==> src/jsu_pkg.sv <==
// Types, constants and decode functions of the JSON string unescaper.
`default_nettype none

package jsu_pkg;

   // Result kinds
   localparam logic [1:0] KIND_BYTE  = 2'd0;
   localparam logic [1:0] KIND_CLOSE = 2'd1;
   localparam logic [1:0] KIND_ERROR = 2'd2;

   // Error codes
   localparam logic [2:0] ERR_NONE     = 3'd0;
   localparam logic [2:0] ERR_NO_QUOTE = 3'd1;
   localparam logic [2:0] ERR_BAD_ESC  = 3'd2;
   localparam logic [2:0] ERR_BAD_HEX  = 3'd3;
   localparam logic [2:0] ERR_ENDED    = 3'd4;

   // Characters with a meaning of their own
   localparam logic [7:0] CHAR_QUOTE  = 8'h22;
   localparam logic [7:0] CHAR_BSLASH = 8'h5C;
   localparam logic [7:0] CHAR_U      = 8'h75;

   // Top six bits of a 16-bit surrogate
   localparam logic [5:0] SURR_HIGH_TAG = 6'b110110;
   localparam logic [5:0] SURR_LOW_TAG  = 6'b110111;

   localparam logic [20:0] SUPP_BASE = 21'h10000;

   // Command queue between front and back
   localparam int FIFO_AW    = 2;
   localparam int FIFO_DEPTH = 1 << FIFO_AW;

   typedef enum logic [1:0] {
      TERM_NONE,
      TERM_CLOSE,
      TERM_ERROR
   } term_type;

   // Everything one input byte produces: up to two code points, then a terminator.
   // A raw byte travels as a code point of length one.
   typedef struct packed {
      logic [20:0] a_cp;
      logic [2:0]  a_len;
      logic [20:0] b_cp;
      logic [1:0]  b_len;
      term_type    term;
      logic [2:0]  err;
   } jsu_cmd_type;

   // {valid, value} of a hex digit
   function automatic logic [4:0] hex_digit(input logic [7:0] c);
      logic [4:0] r;
      r = 5'd0;
      if (c >= 8'h30 && c <= 8'h39) begin
         r = {1'b1, c[3:0]};
      end else if ((c >= 8'h61 && c <= 8'h66) || (c >= 8'h41 && c <= 8'h46)) begin
         r = {1'b1, c[3:0] + 4'd9};
      end
      return r;
   endfunction

   // {valid, byte} of a single-character escape
   function automatic logic [8:0] esc_decode(input logic [7:0] c);
      logic [8:0] r;
      unique case (c)
         8'h22:   r = {1'b1, 8'h22};
         8'h5C:   r = {1'b1, 8'h5C};
         8'h2F:   r = {1'b1, 8'h2F};
         8'h62:   r = {1'b1, 8'h08};
         8'h66:   r = {1'b1, 8'h0C};
         8'h6E:   r = {1'b1, 8'h0A};
         8'h72:   r = {1'b1, 8'h0D};
         8'h74:   r = {1'b1, 8'h09};
         default: r = 9'd0;
      endcase
      return r;
   endfunction

   // UTF-8 length of a code point
   function automatic logic [2:0] cp_len(input logic [20:0] cp);
      logic [2:0] r;
      if (cp <= 21'h7F) begin
         r = 3'd1;
      end else if (cp <= 21'h7FF) begin
         r = 3'd2;
      end else if (cp <= 21'hFFFF) begin
         r = 3'd3;
      end else begin
         r = 3'd4;
      end
      return r;
   endfunction

   // Byte at position pos of the UTF-8 form of cp, given its length
   function automatic logic [7:0] utf8_byte(input logic [20:0] cp, input logic [2:0] len,
                                            input logic [1:0] pos);
      logic [7:0] r;
      unique case (len)
         3'd2: begin
            r = (pos == 2'd0) ? {3'b110, cp[10:6]} : {2'b10, cp[5:0]};
         end
         3'd3: begin
            unique case (pos)
               2'd0:    r = {4'b1110, cp[15:12]};
               2'd1:    r = {2'b10, cp[11:6]};
               default: r = {2'b10, cp[5:0]};
            endcase
         end
         3'd4: begin
            unique case (pos)
               2'd0:    r = {5'b11110, cp[20:18]};
               2'd1:    r = {2'b10, cp[17:12]};
               2'd2:    r = {2'b10, cp[11:6]};
               default: r = {2'b10, cp[5:0]};
            endcase
         end
         default: r = cp[7:0];
      endcase
      return r;
   endfunction

endpackage

`default_nettype wire

==> src/json_string_unescape_utf8.sv <==
// Top level of the JSON string unescaper to UTF-8.
//
//   channel   direction  transfer when      payload
//   req       in         push && !full     req_in_byte, req_end_of_input
//   rsp       out        pop && !empty     rsp_out_byte, rsp_out_kind, rsp_err_code, rsp_last
//
// One input byte is taken per cycle while full is low; the front end decodes it in that cycle.
// A byte yields 0 to 7 results, which the back end issues one per cycle while pop stays
// high; a four-entry command queue absorbs bursts.
// Reset is synchronous and clears string state, queue and the output valid flag.
// full rises only when the command queue holds four commands; pop low holds the result.
`default_nettype none

module json_string_unescape_utf8 import jsu_pkg::*; (
   input  logic       clock,
   input  logic       reset,
   input  logic       push,
   output logic       full,
   input  logic [7:0] req_in_byte,
   input  logic       req_end_of_input,
   output logic       empty,
   input  logic       pop,
   output logic [7:0] rsp_out_byte,
   output logic [1:0] rsp_out_kind,
   output logic [2:0] rsp_err_code,
   output logic       rsp_last
);

   logic        accept;
   logic        cmd_push;
   jsu_cmd_type cmd;
   jsu_cmd_type head;
   logic        head_valid;
   logic        head_pop;
   logic        q_full;

   assign accept = push && !q_full;
   assign full   = q_full;

   jsu_front u_front (
      .clock        (clock),
      .reset        (reset),
      .accept       (accept),
      .in_byte      (req_in_byte),
      .end_of_input (req_end_of_input),
      .cmd_push     (cmd_push),
      .cmd          (cmd)
   );

   jsu_fifo u_fifo (
      .clock     (clock),
      .reset     (reset),
      .wr_en     (cmd_push),
      .wr_data   (cmd),
      .rd_en     (head_pop),
      .rd_data   (head),
      .not_empty (head_valid),
      .full      (q_full)
   );

   jsu_back u_back (
      .clock      (clock),
      .reset      (reset),
      .head       (head),
      .head_valid (head_valid),
      .head_pop   (head_pop),
      .empty      (empty),
      .pop        (pop),
      .out_byte   (rsp_out_byte),
      .out_kind   (rsp_out_kind),
      .err_code   (rsp_err_code),
      .last       (rsp_last)
   );

endmodule

`default_nettype wire

==> src/jsu_front.sv <==
// Front end: tracks string and escape state and turns each byte into at most one command.
`default_nettype none

module jsu_front import jsu_pkg::*; (
   input  logic        clock,
   input  logic        reset,
   input  logic        accept,
   input  logic [7:0]  in_byte,
   input  logic        end_of_input,
   output logic        cmd_push,
   output jsu_cmd_type cmd
);

   typedef enum logic [2:0] {
      M_IDLE,
      M_STR,
      M_ESC,
      M_HEX,
      M_PEND,
      M_PEND_BS,
      M_LOWHEX
   } mode_type;

   mode_type    mode_ff, mode_in;
   logic [11:0] acc_ff, acc_in;
   logic [1:0]  cnt_ff, cnt_in;
   logic [9:0]  hh_ff, hh_in;

   logic [4:0]  hex_res;
   logic [8:0]  esc_res;
   logic [15:0] full_val;
   logic [2:0]  v_len;
   logic [20:0] high_cp;
   logic [20:0] pair_cp;
   logic        v_is_high;
   logic        v_is_low;

   always_comb begin
      hex_res   = hex_digit(in_byte);
      esc_res   = esc_decode(in_byte);
      full_val  = {acc_ff, hex_res[3:0]};
      v_len     = cp_len({5'd0, full_val});
      high_cp   = {5'd0, SURR_HIGH_TAG, hh_ff};
      pair_cp   = SUPP_BASE + {1'b0, hh_ff, full_val[9:0]};
      v_is_high = (full_val[15:10] == SURR_HIGH_TAG);
      v_is_low  = (full_val[15:10] == SURR_LOW_TAG);

      mode_in = mode_ff;
      acc_in  = acc_ff;
      cnt_in  = cnt_ff;
      hh_in   = hh_ff;
      cmd     = '{a_cp: 21'd0, a_len: 3'd0, b_cp: 21'd0, b_len: 2'd0,
                  term: TERM_NONE, err: ERR_NONE};

      unique case (mode_ff)
         M_IDLE: begin
            if (in_byte == CHAR_QUOTE) begin
               mode_in = M_STR;
            end else begin
               cmd.term = TERM_ERROR;
               cmd.err  = ERR_NO_QUOTE;
            end
         end
         M_STR: begin
            if (in_byte == CHAR_QUOTE) begin
               cmd.term = TERM_CLOSE;
               mode_in  = M_IDLE;
            end else if (in_byte == CHAR_BSLASH) begin
               mode_in = M_ESC;
            end else begin
               cmd.a_cp  = {13'd0, in_byte};
               cmd.a_len = 3'd1;
            end
         end
         M_ESC: begin
            if (esc_res[8]) begin
               cmd.a_cp  = {13'd0, esc_res[7:0]};
               cmd.a_len = 3'd1;
               mode_in   = M_STR;
            end else if (in_byte == CHAR_U) begin
               mode_in = M_HEX;
               acc_in  = 12'd0;
               cnt_in  = 2'd0;
            end else begin
               cmd.term = TERM_ERROR;
               cmd.err  = ERR_BAD_ESC;
               mode_in  = M_IDLE;
            end
         end
         M_HEX, M_LOWHEX: begin
            if (end_of_input && cnt_ff != 2'd3) begin
               // too short: a pending high half goes out alone, the end error follows
               if (mode_ff == M_LOWHEX) begin
                  cmd.a_cp  = high_cp;
                  cmd.a_len = 3'd3;
               end
            end else if (!hex_res[4]) begin
               cmd.term = TERM_ERROR;
               cmd.err  = ERR_BAD_HEX;
               mode_in  = M_IDLE;
            end else if (cnt_ff != 2'd3) begin
               acc_in = {acc_ff[7:0], hex_res[3:0]};
               cnt_in = cnt_ff + 2'd1;
            end else begin
               acc_in = 12'd0;
               cnt_in = 2'd0;
               if (mode_ff == M_LOWHEX && v_is_low) begin
                  cmd.a_cp  = pair_cp;
                  cmd.a_len = 3'd4;
                  hh_in     = 10'd0;
                  mode_in   = M_STR;
               end else if (mode_ff == M_HEX) begin
                  if (v_is_high) begin
                     // hold the high half until the bytes that follow show a pair or not
                     hh_in   = full_val[9:0];
                     mode_in = M_PEND;
                     if (end_of_input) begin
                        cmd.a_cp  = {5'd0, full_val};
                        cmd.a_len = 3'd3;
                     end
                  end else begin
                     cmd.a_cp  = {5'd0, full_val};
                     cmd.a_len = v_len;
                     mode_in   = M_STR;
                  end
               end else begin
                  // no pair: drop the old high half out, then treat the value afresh
                  cmd.a_cp  = high_cp;
                  cmd.a_len = 3'd3;
                  if (v_is_high) begin
                     hh_in   = full_val[9:0];
                     mode_in = M_PEND;
                     if (end_of_input) begin
                        cmd.b_cp  = {5'd0, full_val};
                        cmd.b_len = 2'd3;
                     end
                  end else begin
                     cmd.b_cp  = {5'd0, full_val};
                     cmd.b_len = v_len[1:0];
                     mode_in   = M_STR;
                  end
               end
            end
         end
         M_PEND: begin
            if (in_byte == CHAR_BSLASH && !end_of_input) begin
               mode_in = M_PEND_BS;
            end else begin
               cmd.a_cp  = high_cp;
               cmd.a_len = 3'd3;
               hh_in     = 10'd0;
               if (in_byte == CHAR_QUOTE) begin
                  cmd.term = TERM_CLOSE;
                  mode_in  = M_IDLE;
               end else if (in_byte == CHAR_BSLASH) begin
                  mode_in = M_ESC;
               end else begin
                  cmd.b_cp  = {13'd0, in_byte};
                  cmd.b_len = 2'd1;
                  mode_in   = M_STR;
               end
            end
         end
         M_PEND_BS: begin
            if (in_byte == CHAR_U && !end_of_input) begin
               mode_in = M_LOWHEX;
               acc_in  = 12'd0;
               cnt_in  = 2'd0;
            end else begin
               cmd.a_cp  = high_cp;
               cmd.a_len = 3'd3;
               hh_in     = 10'd0;
               if (esc_res[8]) begin
                  cmd.b_cp  = {13'd0, esc_res[7:0]};
                  cmd.b_len = 2'd1;
                  mode_in   = M_STR;
               end else if (in_byte == CHAR_U) begin
                  mode_in = M_HEX;
                  acc_in  = 12'd0;
                  cnt_in  = 2'd0;
               end else begin
                  cmd.term = TERM_ERROR;
                  cmd.err  = ERR_BAD_ESC;
                  mode_in  = M_IDLE;
               end
            end
         end
         default: begin
            mode_in = M_IDLE;
         end
      endcase

      // a string still open at the end of the text fails
      if (end_of_input && mode_in != M_IDLE) begin
         cmd.term = TERM_ERROR;
         cmd.err  = ERR_ENDED;
         mode_in  = M_IDLE;
      end

      if (mode_in == M_IDLE) begin
         acc_in = 12'd0;
         cnt_in = 2'd0;
         hh_in  = 10'd0;
      end

      cmd_push = accept && (cmd.a_len != 3'd0 || cmd.b_len != 2'd0 || cmd.term != TERM_NONE);
   end

   always_ff @(posedge clock) begin
      if (reset) begin
         mode_ff <= M_IDLE;
         acc_ff  <= 12'd0;
         cnt_ff  <= 2'd0;
         hh_ff   <= 10'd0;
      end else if (accept) begin
         mode_ff <= mode_in;
         acc_ff  <= acc_in;
         cnt_ff  <= cnt_in;
         hh_ff   <= hh_in;
      end
   end

endmodule

`default_nettype wire

==> src/jsu_fifo.sv <==
// Short command queue between the front end and the result sequencer.
`default_nettype none

module jsu_fifo import jsu_pkg::*; (
   input  logic        clock,
   input  logic        reset,
   input  logic        wr_en,
   input  jsu_cmd_type wr_data,
   input  logic        rd_en,
   output jsu_cmd_type rd_data,
   output logic        not_empty,
   output logic        full
);

   jsu_cmd_type          store_ff [FIFO_DEPTH];
   logic [FIFO_AW-1:0]   wr_ptr_ff, wr_ptr_in;
   logic [FIFO_AW-1:0]   rd_ptr_ff, rd_ptr_in;
   logic [FIFO_AW:0]     count_ff, count_in;

   always_comb begin
      wr_ptr_in = wr_en ? wr_ptr_ff + FIFO_AW'(1) : wr_ptr_ff;
      rd_ptr_in = rd_en ? rd_ptr_ff + FIFO_AW'(1) : rd_ptr_ff;
      count_in  = count_ff + {{FIFO_AW{1'b0}}, wr_en} - {{FIFO_AW{1'b0}}, rd_en};
      rd_data   = store_ff[rd_ptr_ff];
      not_empty = (count_ff != '0);
      full      = (count_ff == (FIFO_AW + 1)'(FIFO_DEPTH));
   end

   always_ff @(posedge clock) begin
      if (reset) begin
         wr_ptr_ff <= '0;
         rd_ptr_ff <= '0;
         count_ff  <= '0;
      end else begin
         wr_ptr_ff <= wr_ptr_in;
         rd_ptr_ff <= rd_ptr_in;
         count_ff  <= count_in;
      end
   end

   always_ff @(posedge clock) begin
      if (wr_en) begin
         store_ff[wr_ptr_ff] <= wr_data;
      end
   end

endmodule

`default_nettype wire

==> src/jsu_back.sv <==
// Back end: walks each queued command and issues its results one per cycle while pop stays high.
`default_nettype none

module jsu_back import jsu_pkg::*; (
   input  logic        clock,
   input  logic        reset,
   input  jsu_cmd_type head,
   input  logic        head_valid,
   output logic        head_pop,
   output logic        empty,
   input  logic        pop,
   output logic [7:0]  out_byte,
   output logic [1:0]  out_kind,
   output logic [2:0]  err_code,
   output logic        last
);

   logic [2:0] idx_ff, idx_in;
   logic       valid_ff, valid_in;
   logic [7:0] byte_ff, byte_in;
   logic [1:0] kind_ff, kind_in;
   logic [2:0] code_ff, code_in;
   logic       last_ff, last_in;

   logic [3:0] idx_w;
   logic [3:0] ab_len;
   logic [3:0] total;
   logic [3:0] b_pos;
   logic       advance;

   always_comb begin
      idx_w   = {1'b0, idx_ff};
      ab_len  = {1'b0, head.a_len} + {2'b00, head.b_len};
      total   = ab_len + {3'b000, (head.term != TERM_NONE)};
      b_pos   = idx_w - {1'b0, head.a_len};
      advance = head_valid && (!valid_ff || pop);

      if (idx_w < {1'b0, head.a_len}) begin
         byte_in = utf8_byte(head.a_cp, head.a_len, idx_ff[1:0]);
         kind_in = KIND_BYTE;
         code_in = ERR_NONE;
      end else if (idx_w < ab_len) begin
         byte_in = utf8_byte(head.b_cp, {1'b0, head.b_len}, b_pos[1:0]);
         kind_in = KIND_BYTE;
         code_in = ERR_NONE;
      end else begin
         byte_in = 8'd0;
         kind_in = (head.term == TERM_CLOSE) ? KIND_CLOSE : KIND_ERROR;
         code_in = (head.term == TERM_CLOSE) ? ERR_NONE : head.err;
      end
      last_in = (idx_w + 4'd1 == total);

      // advance within the command; drop it from the queue on its final result
      head_pop = advance && last_in;
      if (advance) begin
         idx_in = last_in ? 3'd0 : idx_ff + 3'd1;
      end else begin
         idx_in = idx_ff;
      end
      valid_in = advance || (valid_ff && !pop);

      empty    = !valid_ff;
      out_byte = byte_ff;
      out_kind = kind_ff;
      err_code = code_ff;
      last     = last_ff;
   end

   always_ff @(posedge clock) begin
      if (reset) begin
         idx_ff   <= 3'd0;
         valid_ff <= 1'b0;
      end else begin
         idx_ff   <= idx_in;
         valid_ff <= valid_in;
      end
   end

   always_ff @(posedge clock) begin
      if (advance) begin
         byte_ff <= byte_in;
         kind_ff <= kind_in;
         code_ff <= code_in;
         last_ff <= last_in;
      end
   end

endmodule

`default_nettype wire

==> config.mk <==
export PLATFORM = sky130hd
export DESIGN_NAME = json_string_unescape_utf8
export DESIGN_NICKNAME = d
export VERILOG_FILES = /design/src/jsu_pkg.sv /design/src/json_string_unescape_utf8.sv /design/src/jsu_front.sv /design/src/jsu_fifo.sv /design/src/jsu_back.sv
export SDC_FILE = /design/constraint.sdc
export NUM_CORES = 1
export LEC_CHECK = 0
export ABC_AREA = 1
export BUFFER_PORTS_ARGS = -buffer_cell sky130_fd_sc_hd__buf_2
export CORE_MARGIN = 1.5
export CORE_UTILIZATION = 30
export DETAILED_ROUTE_END_ITERATION = 8
export PLACE_DENSITY_LB_ADDON = 0.25
export SETUP_SLACK_MARGIN = 0.02
export SKIP_CTS_REPAIR_TIMING = 1
export SLEW_MARGIN = 10
export SYNTH_ARGS = -nofsm -noshare
export SYNTH_HDL_FRONTEND = slang
export SYNTH_SLANG_ARGS = --single-unit
export TNS_END_PERCENT = 20
==> constraint.sdc <==
create_clock -name clock -period 9.8 [get_ports clock]
set_clock_uncertainty 0.2 [all_clocks]
set_input_delay 0.49 -clock clock [delete_from_list [all_inputs] [get_ports clock]]
set_output_delay 0.49 -clock clock [all_outputs]
set_load 0.1 [all_outputs]
[Word level (Yosys, flattened, before mapping)]
Memory sizes are Yosys's and may differ from the RTL's. A register that Yosys moved wholly into a read port is not among the register bits.
Cells that the tools add are included.
Storage, ports and cells
  register bits after elaboration: 52
  bits in latches: 0
  memory bits (writable): 208
  ROM bits: 0
  input port bits: 13
  output and inout bits: 16
  logic and storage cells: 202
  memories: 1
Memories
  u_fifo.store_ff: words 4, width 52, read ports 1, clocked after Yosys merged registers in 1, wr ports 1, RTL line jsu_fifo.sv:15  | jsu_cmd_type store_ff [FIFO_DEPTH];
Operators by class
  add/sub/neg operators: 12
  $mul: 0
  div/mod/pow operators: 0
  magnitude comparators: 10
  equality and inequality tests: 35
  shift operators: 0
  multiplexer cells: 92
  bitwise gates (word level): 0
  reduce and logical (&&, ||, !) cells: 39
Operators with widths (number)
  two-way mux 47 bit: 3
  one-hot mux 24 bit (5 select lines): 1
  two-way mux 10 bit: 10
  two-way mux 24 bit: 4
  two-way mux 12 bit: 7
  one-hot mux 9 bit (8 select lines): 1
  two-way mux 23 bit: 3
  one-hot mux 23 bit (3 select lines): 1
  two-way mux 19 bit: 3
  equality test 8 x 7 -> 1 bit, second input constant: 7
  two-way mux 44 bit: 1
  two-way mux 3 bit: 13
  two-way mux 18 bit: 2
  one-hot mux 12 bit (3 select lines): 1
  two-way mux 5 bit: 7
  one-hot mux 10 bit (3 select lines): 1
  two-way mux 2 bit: 14
  two-way mux 28 bit: 1
  one-hot mux 7 bit (2 select lines): 2
  one-hot mux 8 bit (3 select lines): 1
  two-way mux 11 bit: 2
  adder 17 x 20 -> 21 bit, first input constant: 1
  one-hot mux 7 bit (3 select lines): 1
  one-hot mux 3 bit (6 select lines): 1
  48 further kinds: 100

[Longest topological paths before layout]
Gate-level depths: netlist (run 1).
  depth in word-level cells: 21
  gate-level depth with buffers: 24
  depth with buffers taken out: 23

[Cells and area by module]
A second synthesis (run 1) with hierarchy kept.
Second synthesis, totals
  cell total of the unflattened synthesis: 1641
  area, all modules: 14589.0 um^2
By module, submodules not included
  jsu_fifo: instances 1, cells an instance 663, area each 8977.4 um^2, seq. area each 6426.2 um^2
  jsu_front: instances 1, cells an instance 661, area each 3654.8 um^2, seq. area each 540.5 um^2
  jsu_back: instances 1, cells an instance 315, area each 1946.9 um^2, seq. area each 500.5 um^2
  json_string_unescape_utf8: instances 1, cells an instance 2, area each 10.0 um^2, seq. area each 0.0 um^2

[Worst setup path before layout (run 1)]
OpenSTA, ideal clock, no wires.
  path kind: input to register
  start: in req_in_byte[0]
  end: mem u_fifo.store_ff[0][0] in the netlist's numbering, enable pin
  library setup time: 0.452 ns
  arrival time: 3.920 ns
  data required time: 9.148 ns
  setup slack: 5.228 ns
  stages: 14
  buffers on the path: 0
  cell sequence: inv_1 > ha_1 > inv_1 > nand3_1 > nand3_2 > nand2_4 > nand3_1 > nor2_1 > nor2_1 > nand3_1 > nor2_1 > nand3_2 > nand2_1 > nor2_1
RTL lines
  start, declared: RTL line json_string_unescape_utf8.sv:19  | input logic [7:0] req_in_byte,
  end, declared: RTL line jsu_fifo.sv:15

==> results of run 1 <==
==> path summary, 6_finish.rpt <==
kind	to	startpoint	slack (ps)	depth (start not counted)
max	u_fifo.count_ff[2]$_SDFF_PP0_	register	4440	20
min	u_back.valid_ff$_SDFF_PP0_	pop	30	4
max reg2reg	u_fifo.count_ff[2]$_SDFF_PP0_	register	4440	20
min reg2reg	u_front.acc_ff[9]$_SDFFE_PP0P_	u_front.acc_ff[9]$_SDFFE_PP0P_	280	2
==> cell families (layout without fill, tap and decap cells) <==
group,after synthesis,count (layout),share of synthesized area
flip-flops,242,242,0.548
adder cells (fa/ha/maj),29,29,0.0301
AO/OA/AOI/OAI,285,285,0.140
buffers and inverters,192,227,0.0598
AND/OR/NAND/NOR,639,639,0.217
other,0,1,0
XOR/XNOR,9,9,0.00629
==> cells in the mapped netlist (4+ instances only) <==
cell type / number / share of area
sky130_fd_sc_hd__o22ai_1: 17 / 0.0085
sky130_fd_sc_hd__o21ai_0: 99 / 0.040
sky130_fd_sc_hd__nand2_4: 4 / 0.0036
sky130_fd_sc_hd__or2_2: 4 / 0.0020
sky130_fd_sc_hd__o221ai_1: 16 / 0.011
sky130_fd_sc_hd__nand2_1: 305 / 0.091
sky130_fd_sc_hd__o21bai_1: 9 / 0.0054
sky130_fd_sc_hd__nor2_2: 10 / 0.0050
sky130_fd_sc_hd__nand3_2: 7 / 0.0056
sky130_fd_sc_hd__a22oi_1: 7 / 0.0042
sky130_fd_sc_hd__a211oi_1: 4 / 0.0024
sky130_fd_sc_hd__o2111ai_1: 17 / 0.012
sky130_fd_sc_hd__inv_2: 13 / 0.0039
sky130_fd_sc_hd__nand2_2: 6 / 0.0030
sky130_fd_sc_hd__clkinv_1: 4 / 0.0012
sky130_fd_sc_hd__clkbuf_1: 36 / 0.011
sky130_fd_sc_hd__ha_1: 27 / 0.027
sky130_fd_sc_hd__xor2_1: 5 / 0.0035
sky130_fd_sc_hd__a32oi_1: 6 / 0.0042
sky130_fd_sc_hd__nor2_1: 180 / 0.054
sky130_fd_sc_hd__o21ai_1: 4 / 0.0016
sky130_fd_sc_hd__nand3_1: 87 / 0.035
sky130_fd_sc_hd__buf_2: 13 / 0.0052
sky130_fd_sc_hd__buf_1: 5 / 0.0015
sky130_fd_sc_hd__edfxtp_1: 202 / 0.48
sky130_fd_sc_hd__nor3_1: 18 / 0.0072
sky130_fd_sc_hd__a21oi_1: 78 / 0.031
sky130_fd_sc_hd__o211ai_1: 7 / 0.0042
sky130_fd_sc_hd__xnor2_1: 4 / 0.0028
sky130_fd_sc_hd__a32o_1: 12 / 0.0096
sky130_fd_sc_hd__nand4_1: 11 / 0.0055
sky130_fd_sc_hd__dfxtp_1: 40 / 0.064
sky130_fd_sc_hd__inv_1: 118 / 0.035
==> stage by stage <==
stage / util / instance area [µm²] / power, W / cells / setup WS, ps
2_1_floorplan: - / 12500 / 0.00262 / 1396 / 5230
3_3_place_gp: 0.322 / 13200 / 0.00306 / 1911 / 4520
3_5_place_dp: 0.322 / 13200 / 0.00307 / 1911 / 4420
4_1_cts: 0.343 / 14100 / 0.00405 / 1963 / 4380
5_1_grt: 0.343 / 14100 / 0.00428 / 1963 / 3960
6_report: 0.343 / 14100 / 0.00403 / 1964 / 4440
==> area by class of cell <==
type | count | area share
clock inverter | 14 | 0.00871
tap | 532 | 0.0473
timing repair buffer | 39 | 0.0158
antenna | 1 | 0.000178
sequential | 242 | 0.488
clock buffer | 38 | 0.0524
multi-input combinational | 962 | 0.352
inverter | 136 | 0.0363
==> layer usage <==
layer | GRT usage | vias up | share of wire
met5 | 0 | - | 0
met4 | 0.0672 | 0 | 0.040
met3 | 0.0183 | 77 | 0.044
met2 | 0.261 | 290 | 0.44
met1 | 0.237 | 4811 | 0.47
li1 | - | 4862 | -
==> flip-flops by register name, summed over array words and instances (netlist names), named ones only <==
| register | count |
|---|---|
| u_front.mode_ff | 3 |
| u_back.idx_ff | 3 |
| u_fifo.rd_ptr_ff | 2 |
| u_back.out_kind | 2 |
| u_back.last | 1 |
| u_fifo.wr_ptr_ff | 2 |
| u_front.acc_ff | 12 |
| u_back.out_byte | 8 |
| u_front.hh_ff | 10 |
| u_fifo.count_ff | 3 |
| u_back.valid_ff | 1 |
| u_front.cnt_ff | 2 |
| u_fifo.store_ff | 188 |
| u_back.err_code | 3 |
==> worst max-delay path, cell delays in order, from the launching register on <==
cell and delay [ps]:
sky130_fd_sc_hd__dfxtp_1 300, sky130_fd_sc_hd__buf_4 240, sky130_fd_sc_hd__inv_2 510, sky130_fd_sc_hd__buf_4 470
sky130_fd_sc_hd__a21oi_1 100, sky130_fd_sc_hd__a32oi_1 530, sky130_fd_sc_hd__fa_1 560, sky130_fd_sc_hd__ha_1 240
sky130_fd_sc_hd__xor2_1 170, sky130_fd_sc_hd__or2_2 300, sky130_fd_sc_hd__a21oi_1 120, sky130_fd_sc_hd__nand2_1 120
sky130_fd_sc_hd__nor2_2 230, sky130_fd_sc_hd__ha_1 280, sky130_fd_sc_hd__inv_1 50, sky130_fd_sc_hd__ha_1 120
sky130_fd_sc_hd__inv_1 40, sky130_fd_sc_hd__fa_1 340, sky130_fd_sc_hd__inv_1 70, sky130_fd_sc_hd__o21ai_0 80
sky130_fd_sc_hd__a21oi_1 170
==> where the power goes <==
part           total [W]  leakage (nW)  switching (W)  internal, W
clock           0.000978         0.419       0.000422     0.000557
combinational    0.00165          2.87        0.00122     0.000429
sequential       0.00141          2.20      0.0000757      0.00133
==> metrics.cfg, run 1 <==
[critical_path]
timing.critical_path.from_type = register
worstPathMaxFanout = 35
critical_path_class = reg2reg
arrival_time_worst_endpoint_ps = 5650
critical_path_required_ps = 10090
endpoint_kind = register

[timing]
final_hold_viol_count = 0
rsz0062_at_grt = false
fmax_ghz = 0.187
timing.hold.ws_ps = 28.7
slew_headroom = 0.371
max_slew.worst_pin.slew_ps = 934
setup_viol_count_final = 0
slew_violations = 0
period_minus_slack_ps = 5360
sum_of_negative_setup_slack_ps = 0
period_share = 0.547

[route]
firstDrtPassIters = 7
drc_errors = 2
vias = 10000
number_of_design_rule_violations_left_by_the_first_detailed_router_iteration = 695
wirelength_um = 36700
drt-vias-per-instance = 5.11
drtAntennaViolNets = 0
drt-wirelength-per-cell_um = 18.7

[clocking]
cts_max_level = 1
numCtsBuffers = 28
tritoncts = built
clk_pin_slew_ps = 60
cts_sinks = 242
clk_root_buffer_cell = sky130_fd_sc_hd__clkbuf_16
worst_skew_pair.late_latency_ps = 570
clockBufferDepth = 3

[floorplan]
die-width_um = 207
fp.dieH_um = 207
floorplan.die_area_mm2 = 0.0430
core_area_mm2 = 0.0410
ports = 29
initial_utilization = 0.306
row_count = 74

[global_routing]
grt_max_degree = 75
grt_antenna_before_repair = 0
grt_pass1_wl_um = 56200
globalRouteOverflowTotal = 0
grt_pass1_vias = 9627
grt.total_usage = 0.167

[cells_and_area]
fill_cells = 4242
nNetsFinal = 1451
layout.cells.most_common_list = sky130_fd_sc_hd__nand2_1 (305), sky130_fd_sc_hd__edfxtp_1 (202), sky130_fd_sc_hd__nor2_1 (176), sky130_fd_sc_hd__inv_1 (117), sky130_fd_sc_hd__o21ai_0 (99)
multiInputGateArea_mm2 = 0.00495
fraction_of_layout_instances_using_a_drive_strength_above_1 = 0.0922
areaGrowthSynthToFinish_pct = 12.3
mostFrequentLayoutCell = sky130_fd_sc_hd__nand2_1
sequential_cell_area_mm2 = 0.00687

[placed_design]
placement.io_buffers = 28
dpl.hpwl_um = 25300
replace_congestion = 0.919

[synth]
async_flop_share = 0
synth_cell_type_count = 49
ys.flop_type = sky130_fd_sc_hd__edfxtp_1
number_of_storage_elements_in_the_synthesis_netlist = 242
synth_area_per_cell_um2 = 8.98
synth_enable_flop_cells = 202
syn_inst = 1396
synth_nets = 1438
synthesis.yosys.warnings = 0
synth.cell_area_mm2 = 0.0125
seq_area_frac_synth = 0.548

[hold_path]
worst_hold_path_type = in2reg

[power]
leakage_power_nw = 5.50
vdd_ir_drop_max_mv = 0.134
power.density_cell_area_mw_per_mm2 = 286

[outcome]
violations = DRC
result_of_the_run = complete, but fails checks

[job]
drv.max_cap_violation_count = 0

No activity file was read; power rests on OpenSTA's default activity.
==> inputs of run 2 (changes only) <==
==> constraint.sdc (replaced) <==
create_clock -name clock -period 4.45 [get_ports clock]
set_clock_uncertainty 0.2 [all_clocks]
set_input_delay 0.2225 -clock clock [delete_from_list [all_inputs] [get_ports clock]]
set_output_delay 0.2225 -clock clock [all_outputs]
set_load 0.1 [all_outputs]
==> run 2 against run 1 <==
The run still ends with DRC left. First-iteration DRC count is 25% higher. Via count rose by 1.2%. Cell count is 1.2% higher. Die area did not move. Combinational power rose by 130%. Fmax rose by 29%. Worst setup slack got worse by 4100 ps. Total power grew 130%. Utilization rose by 0.82 points. Sequential share of layout area decreased by 1.1 points. Final area rose by 2.4%. Critical path type unchanged. Critical endpoint unchanged. Highest routed layer unchanged.
==> metrics.cfg, run 2 (same netlist as run 1, synthesis figures left out) <==
[outcome]
result_of_the_run = complete, but fails checks
violations = DRC

[floorplan]
core_area_mm2 = 0.0410  ; unchanged
ports = 29  ; unchanged
fp.dieH_um = 207  ; unchanged
floorplan.die_area_mm2 = 0.0430  ; unchanged
die-width_um = 207  ; unchanged
initial_utilization = 0.306  ; unchanged
row_count = 74  ; unchanged

[route]
drtAntennaViolNets = 0  ; unchanged
vias = 10200  ; +1.2%
drt-vias-per-instance = 5.11  ; about the same
drc_errors = 1  ; -1
firstDrtPassIters = 8  ; +1
wirelength_um = 37000  ; +0.68%
number_of_design_rule_violations_left_by_the_first_detailed_router_iteration = 869  ; +25%
drt-wirelength-per-cell_um = 18.6  ; -0.53%

[placed_design]
replace_congestion = 0.929  ; +1.1%
dpl.hpwl_um = 26700  ; +5.6%
placement.io_buffers = 28  ; unchanged

[timing]
period_minus_slack_ps = 4160  ; -1200 ps
setup_viol_count_final = 0  ; unchanged
rsz0062_at_grt = false
period_share = 0.934  ; +0.387
slew_headroom = 0.360  ; -0.0109
slew_violations = 0  ; unchanged
max_slew.worst_pin.slew_ps = 959  ; +25.1 ps
fmax_ghz = 0.241  ; +29%
sum_of_negative_setup_slack_ps = 0  ; unchanged
final_hold_viol_count = 0  ; unchanged
timing.hold.ws_ps = 14.6  ; -14.0 ps

[global_routing]
grt_pass1_vias = 9600  ; -0.28%
globalRouteOverflowTotal = 0  ; unchanged
grt_max_degree = 48  ; -36%
grt_pass1_wl_um = 57300  ; +1.9%
grt.total_usage = 0.169  ; +0.00214
grt_antenna_before_repair = 0  ; unchanged

[hold_path]
min_from = req_in_byte[7]
worst_hold_path_type = in2reg
holdPathEnd = u_fifo.store_ff[2][38]$_DFFE_PP_
timing.hold.worst_path_depth = 3  ; -1

[clocking]
numCtsBuffers = 27  ; -3.6%
cts_sinks = 242  ; unchanged
cts_max_level = 1  ; unchanged
clk_pin_slew_ps = 60  ; about the same
worst_skew_pair.late_latency_ps = 540  ; -30 ps
tritoncts = built
clk_root_buffer_cell = sky130_fd_sc_hd__clkbuf_16
clockBufferDepth = 3  ; unchanged

[critical_path]
timing.critical_path.from_type = register
cp_slowest_stage_delay_ps = 500  ; -60 ps
endpoint_kind = register
crit_path_top_delay_cell = sky130_fd_sc_hd__fa_1
critical_path_required_ps = 4710  ; -5380 ps
arrival_time_worst_endpoint_ps = 4410  ; -1240 ps
critical_path.reg2reg.endpoint = u_fifo.count_ff[2]$_SDFF_PP0_
timing.critical_path.max_delay_family = adder cells
worst-r2r-setup-slack_ps = 290  ; -4150 ps
critical_path_class = reg2reg
critPathBufInv = 4  ; -2
r2r_cells = 19  ; -5.0%
worstPathCellList = buf_4 > o21ai_0 > o22ai_1 > ha_2 > fa_1 > ha_1 > xor2_1 > or2_2 > a21oi_2 > nand2_2 > nor2_4 > ha_1 > inv_1 > ha_1 > inv_1 > fa_1 > inv_1 > o21ai_0 > a21oi_1
worstPathMaxFanout = 7  ; -80%

[cells_and_area]
multiInputGateArea_mm2 = 0.00497  ; +0.38%
top_register = u_fifo.store_ff
fill_cells = 4222  ; -0.47%
sequential_cell_area_mm2 = 0.00687  ; about the same
finalCoreUtilization = 0.352  ; +0.00824
layout.cells.most_common_list = sky130_fd_sc_hd__nand2_1 (303), sky130_fd_sc_hd__edfxtp_1 (202), sky130_fd_sc_hd__nor2_1 (175), sky130_fd_sc_hd__inv_1 (117), sky130_fd_sc_hd__o21ai_0 (99)
largest_reg_flops = 188  ; unchanged
mostFrequentLayoutCell = sky130_fd_sc_hd__nand2_1
antennaDiodeCount = 0  ; -1
fraction_of_layout_instances_using_a_drive_strength_above_1 = 0.111  ; +0.0183
largestRegisters = u_fifo.store_ff (188), u_front.acc_ff (12), u_front.hh_ff (10)
nNetsFinal = 1479  ; +1.9%
areaGrowthSynthToFinish_pct = 15.0

[job]
drv.max_cap_violation_count = 0  ; unchanged

[power]
leakage_power_nw = 5.67  ; +3.1%
power.density_cell_area_mw_per_mm2 = 637  ; +120%
vdd_ir_drop_max_mv = 0.325  ; +140%

-- run 2: cell count changes in the layout (fill, tap and decap cells not counted), sizes merged --
cell         previous run  this run
inv                   131       132
dlygate4sd3             0         3
clkbuf                 38        32
diode                   1         0
bufinv                  1         5
clkinv                 17        14
buf                    39        65
-- run 2: worst max-delay path by stage --
stage / startpoint / end / slack [ps] / cells after the start
floorplan: u_front.mode_ff[0]$_SDFFE_PP0P_ / u_fifo.store_ff[0][0]$_DFFE_PP_ / 80 / 12
global placement: register / u_fifo.count_ff[2]$_SDFF_PP0_ / 260 / 20
detailed placement: register / u_fifo.count_ff[2]$_SDFF_PP0_ / 200 / 21
CTS: register / u_fifo.count_ff[2]$_SDFF_PP0_ / 190 / 21
global route: register / u_fifo.count_ff[2]$_SDFF_PP0_ / 20 / 19
finish: register / u_fifo.count_ff[2]$_SDFF_PP0_ / 290 / 19
-- run 2: report_power, final --
part,leakage [nW],internal [W],switching [W]
combinational,3.03,0.00107,0.00275
sequential,2.20,0.00293,0.000171
clock,0.435,0.00139,0.000879
total,5.67,0.00539,0.00380
-- run 2: per-stage QoR --
stage | worst slack [ps] | total power, W | cells | area (µm²)
finish | 293 | 0.00919 | 1988 | 14400
global route | 21.5 | 0.00976 | 1988 | 14400
CTS | 191 | 0.00917 | 1981 | 14300
detailed placement | 202 | 0.00687 | 1933 | 13400
global placement | 262 | 0.00684 | 1933 | 13400
floorplan | 82.9 | 0.00578 | 1396 | 12500
-- run 2: worst reg2reg max path, cell delays in order, from the launching register on --
cell and delay [ps]:
sky130_fd_sc_hd__dfxtp_4 370, sky130_fd_sc_hd__buf_4 150, sky130_fd_sc_hd__o21ai_0 220, sky130_fd_sc_hd__o22ai_1 140, sky130_fd_sc_hd__ha_2 220, sky130_fd_sc_hd__fa_1 500, sky130_fd_sc_hd__ha_1 230, sky130_fd_sc_hd__xor2_1 170
sky130_fd_sc_hd__or2_2 310, sky130_fd_sc_hd__a21oi_2 140, sky130_fd_sc_hd__nand2_2 100, sky130_fd_sc_hd__nor2_4 180, sky130_fd_sc_hd__ha_1 250, sky130_fd_sc_hd__inv_1 50, sky130_fd_sc_hd__ha_1 120, sky130_fd_sc_hd__inv_1 50
sky130_fd_sc_hd__fa_1 350, sky130_fd_sc_hd__inv_1 70, sky130_fd_sc_hd__o21ai_0 80, sky130_fd_sc_hd__a21oi_1 160
-- run 2: layout make-up --
class                      count  share of cell area
clock inverter                16              0.0141
timing repair buffer          68              0.0348
multi-input combinational    962               0.345
tap                          532              0.0462
sequential                   242               0.476
clock buffer                  32              0.0481
inverter                     136              0.0357
-- run 2: per-layer routing --
| metal | GRT usage | share of wire | wire length, µm | vias up |
|---|---|---|---|---|
| li1 | - | - | - | 4920 |
| met1 | 0.243 | 0.47 | 17300 | 4851 |
| met2 | 0.273 | 0.46 | 16900 | 333 |
| met3 | 0.0186 | 0.055 | 2030 | 54 |
| met4 | 0.0403 | 0.021 | 769 | 0 |
| met5 | 0 | 0 | 0 | - |
==> inputs of run 3 (changes only) <==
--- a/config.mk
+++ b/config.mk
@@ -9,8 +9,8 @@
 export BUFFER_PORTS_ARGS = -buffer_cell sky130_fd_sc_hd__buf_2
 export CORE_MARGIN = 1.5
 export CORE_UTILIZATION = 30
+export CTS_CLUSTER_SIZE = 12
 export DETAILED_ROUTE_END_ITERATION = 8
-export PLACE_DENSITY_LB_ADDON = 0.25
 export SETUP_SLACK_MARGIN = 0.02
 export SKIP_CTS_REPAIR_TIMING = 1
 export SLEW_MARGIN = 10
==> run 3 against run 2 <==
Total power shrank 3.9%. Highest routed layer unchanged. Worst setup slack gained 48 ps. The run still ends with DRC left. Wire length shrank 2.4%. Critical path depth is the same. Clock power shrank 12%. First-iteration DRC count grew 8.6%. Final area shrank 0.83%. Via count is the same.
==> metrics.cfg, run 3 (same netlist as run 1, synthesis figures left out) <==
[outcome]
result_of_the_run = complete, but fails checks
violations = DRC

[timing]
rsz0062_at_grt = false
layout_setup_ws_ps = 341  ; +48.4 ps
fmax_ghz = 0.243  ; +1.2%
max_slew.worst_pin.slew_ps = 924  ; -34.4 ps
period_minus_slack_ps = 4110  ; -48.4 ps
slew_violations = 0  ; unchanged
setup_viol_count_final = 0  ; unchanged
final_hold_viol_count = 0  ; unchanged
slew_headroom = 0.383  ; +0.0230
period_share = 0.923  ; -0.0109
sum_of_negative_setup_slack_ps = 0  ; unchanged

[critical_path]
critical_path_required_ps = 4710  ; about the same
endpoint_kind = register
timing.critical_path.max_delay_family = adder cells
critical_path_class = reg2reg
crit_path_top_delay_cell = sky130_fd_sc_hd__fa_1
worstPathCellList = buf_4 > o21ai_0 > o22ai_1 > ha_1 > fa_1 > ha_1 > xor2_1 > or2_2 > a21oi_1 > nand2_1 > nor2_4 > ha_1 > inv_1 > ha_1 > inv_1 > fa_1 > inv_1 > o21ai_0 > a21oi_1
r2r_cells = 19  ; unchanged
timing.critical_path.from_type = register
cp_slowest_stage_delay_ps = 460  ; -40 ps
cp_num_cells = 19  ; unchanged
worstPathMaxFanout = 6  ; -1
critPathBufInv = 4  ; unchanged
crit_top_cell = sky130_fd_sc_hd__ha_1
arrival_time_worst_endpoint_ps = 4370  ; -40 ps

[global_routing]
grt_max_degree = 53  ; +10%
grt.total_usage = 0.164  ; -0.00491
globalRouteOverflowTotal = 0  ; unchanged
grt_antenna_before_repair = 0  ; unchanged
grt_pass1_wl_um = 56000  ; -2.1%
grt_pass1_vias = 9698  ; +1.0%

[floorplan]
initial_utilization = 0.306  ; unchanged
die-width_um = 207  ; unchanged
fp.dieH_um = 207  ; unchanged
ports = 29  ; unchanged
core_area_mm2 = 0.0410  ; unchanged
row_count = 74  ; unchanged
floorplan.die_area_mm2 = 0.0430  ; unchanged

[job]
drv.max_cap_violation_count = 0  ; unchanged

[route]
wirelength_um = 36100  ; -2.4%
drt-vias-per-instance = 5.11  ; +0.10%
firstDrtPassIters = 7  ; -1
drc_errors = 3  ; +2
number_of_design_rule_violations_left_by_the_first_detailed_router_iteration = 944  ; +8.6%
vias = 10200  ; unchanged
drt-wirelength-per-cell_um = 18.2  ; -2.3%
drtAntennaViolNets = 0  ; unchanged

[placed_design]
dpl.hpwl_um = 25600  ; -4.3%
placement.io_buffers = 28  ; unchanged
dp_worst_setup_slack_ps = 259  ; +57.1 ps
replace_congestion = 0.965  ; +3.8%

[cells_and_area]
top_register = u_fifo.store_ff
layout.cells.most_common_list = sky130_fd_sc_hd__nand2_1 (305), sky130_fd_sc_hd__edfxtp_1 (202), sky130_fd_sc_hd__nor2_1 (176), sky130_fd_sc_hd__inv_1 (116), sky130_fd_sc_hd__o21ai_0 (99)
finalCoreUtilization = 0.349  ; -0.00293
areaGrowthSynthToFinish_pct = 14.1
largest_reg_flops = 188  ; unchanged
multiInputGateArea_mm2 = 0.00496  ; -0.28%
antennaDiodeCount = 0  ; unchanged
fraction_of_layout_instances_using_a_drive_strength_above_1 = 0.105  ; -0.00535
mostFrequentLayoutCell = sky130_fd_sc_hd__nand2_1
fill_cells = 4157  ; -1.5%
sequential_cell_area_mm2 = 0.00687  ; unchanged
nNetsFinal = 1480  ; +0.068%
largestRegisters = u_fifo.store_ff (188), u_front.acc_ff (12), u_front.hh_ff (10)

[clocking]
clk_root_buffer_cell = sky130_fd_sc_hd__clkbuf_16
clockBufferDepth = 3  ; unchanged
clk_pin_slew_ps = 60  ; about the same
tritoncts = built
numCtsBuffers = 27  ; unchanged
worst_skew_pair.late_latency_ps = 530  ; about the same
cts_max_level = 1  ; unchanged
cts_sinks = 242  ; unchanged

[power]
clock_power_share = 0.226  ; -0.021
leakage_power_nw = 5.61  ; -0.94%
vdd_ir_drop_max_mv = 0.298  ; -8.1%
logic_pwr_share = 0.424  ; +0.008
pwr-share-seq = 0.350  ; +0.013
share_of_total_power_consumed_by_net_switching = 0.424  ; +0.0104
total_switching_power_w = 0.00375  ; -1.5%
power.density_cell_area_mw_per_mm2 = 618  ; -3.1%
internal-power_w = 0.00509  ; -5.6%

[hold_path]
timing.hold.worst_path_depth = 3  ; unchanged
worst_hold_path_type = in2reg

## run 3: cell count changes in the layout (fill, tap and decap cells not counted), moves of 2 or more
cell / before / now
sky130_fd_sc_hd__bufinv_16: 5 / 0
sky130_fd_sc_hd__clkbuf_1: 5 / 7
sky130_fd_sc_hd__inv_2: 13 / 15
sky130_fd_sc_hd__nand2_1: 303 / 305
sky130_fd_sc_hd__nand2_2: 8 / 6
## run 3: cell type report
type,count,area share
flip-flops and latches,242,0.480
well taps,532,0.0465
multi-input cells,962,0.347
clock buffers,35,0.0500
clock inverters,10,0.00394
repair buffers,69,0.0367
inverters,136,0.0358
## run 3: power by group through the flow
stage	logic [W]	registers [W]	clock network, W
floorplan	0.00219	0.00358	0
global placement	0.00364	0.00314	0
detailed placement	0.00367	0.00315	0
CTS	0.00369	0.00310	0.00204
global route	0.00412	0.00313	0.00212
finish	0.00374	0.00310	0.00199
## run 3: worst register-to-register path, delay by kind of cell (launching register included)
| kind | cells | cell delay (ps) |
|---|---|---|
| fa+ha+maj | 6 | 1650 |
| compound gates | 5 | 690 |
| simple gates | 3 | 640 |
| flops | 1 | 370 |
| buf+inv | 4 | 310 |
| xor+xnor | 1 | 170 |
## run 3: per-stage QoR
step	cell area, µm²	power (W)	hold slack, ps	cells
global route	14300	0.00937	150	1986
CTS	14200	0.00883	-253	1979
detailed placement	13500	0.00682	281	1934
floorplan	12500	0.00578	186	1396
finish	14300	0.00883	133	1986
global placement	13500	0.00678	270	1934
## run 3: metal layers
layer,share of wire,routed length [µm],vias up,track usage
li1,-,-,4933,-
met1,0.47,16800,4821,0.232
met2,0.45,16300,339,0.265
met3,0.055,1970,65,0.0174
met4,0.029,1040,0,0.0497
met5,0,0,-,0
## run 3: final timing paths
path                                                startpoint                                to  slack [ps]
worst max-delay path                                  register     u_fifo.count_ff[2]$_SDFF_PP0_         340
worst min-delay path                            req_in_byte[3]  u_fifo.store_ff[1][34]$_DFFE_PP_         130
worst max register to register                        register     u_fifo.count_ff[2]$_SDFF_PP0_         340
worst min register to register  u_front.acc_ff[9]$_SDFFE_PP0P_    u_front.acc_ff[9]$_SDFFE_PP0P_         290
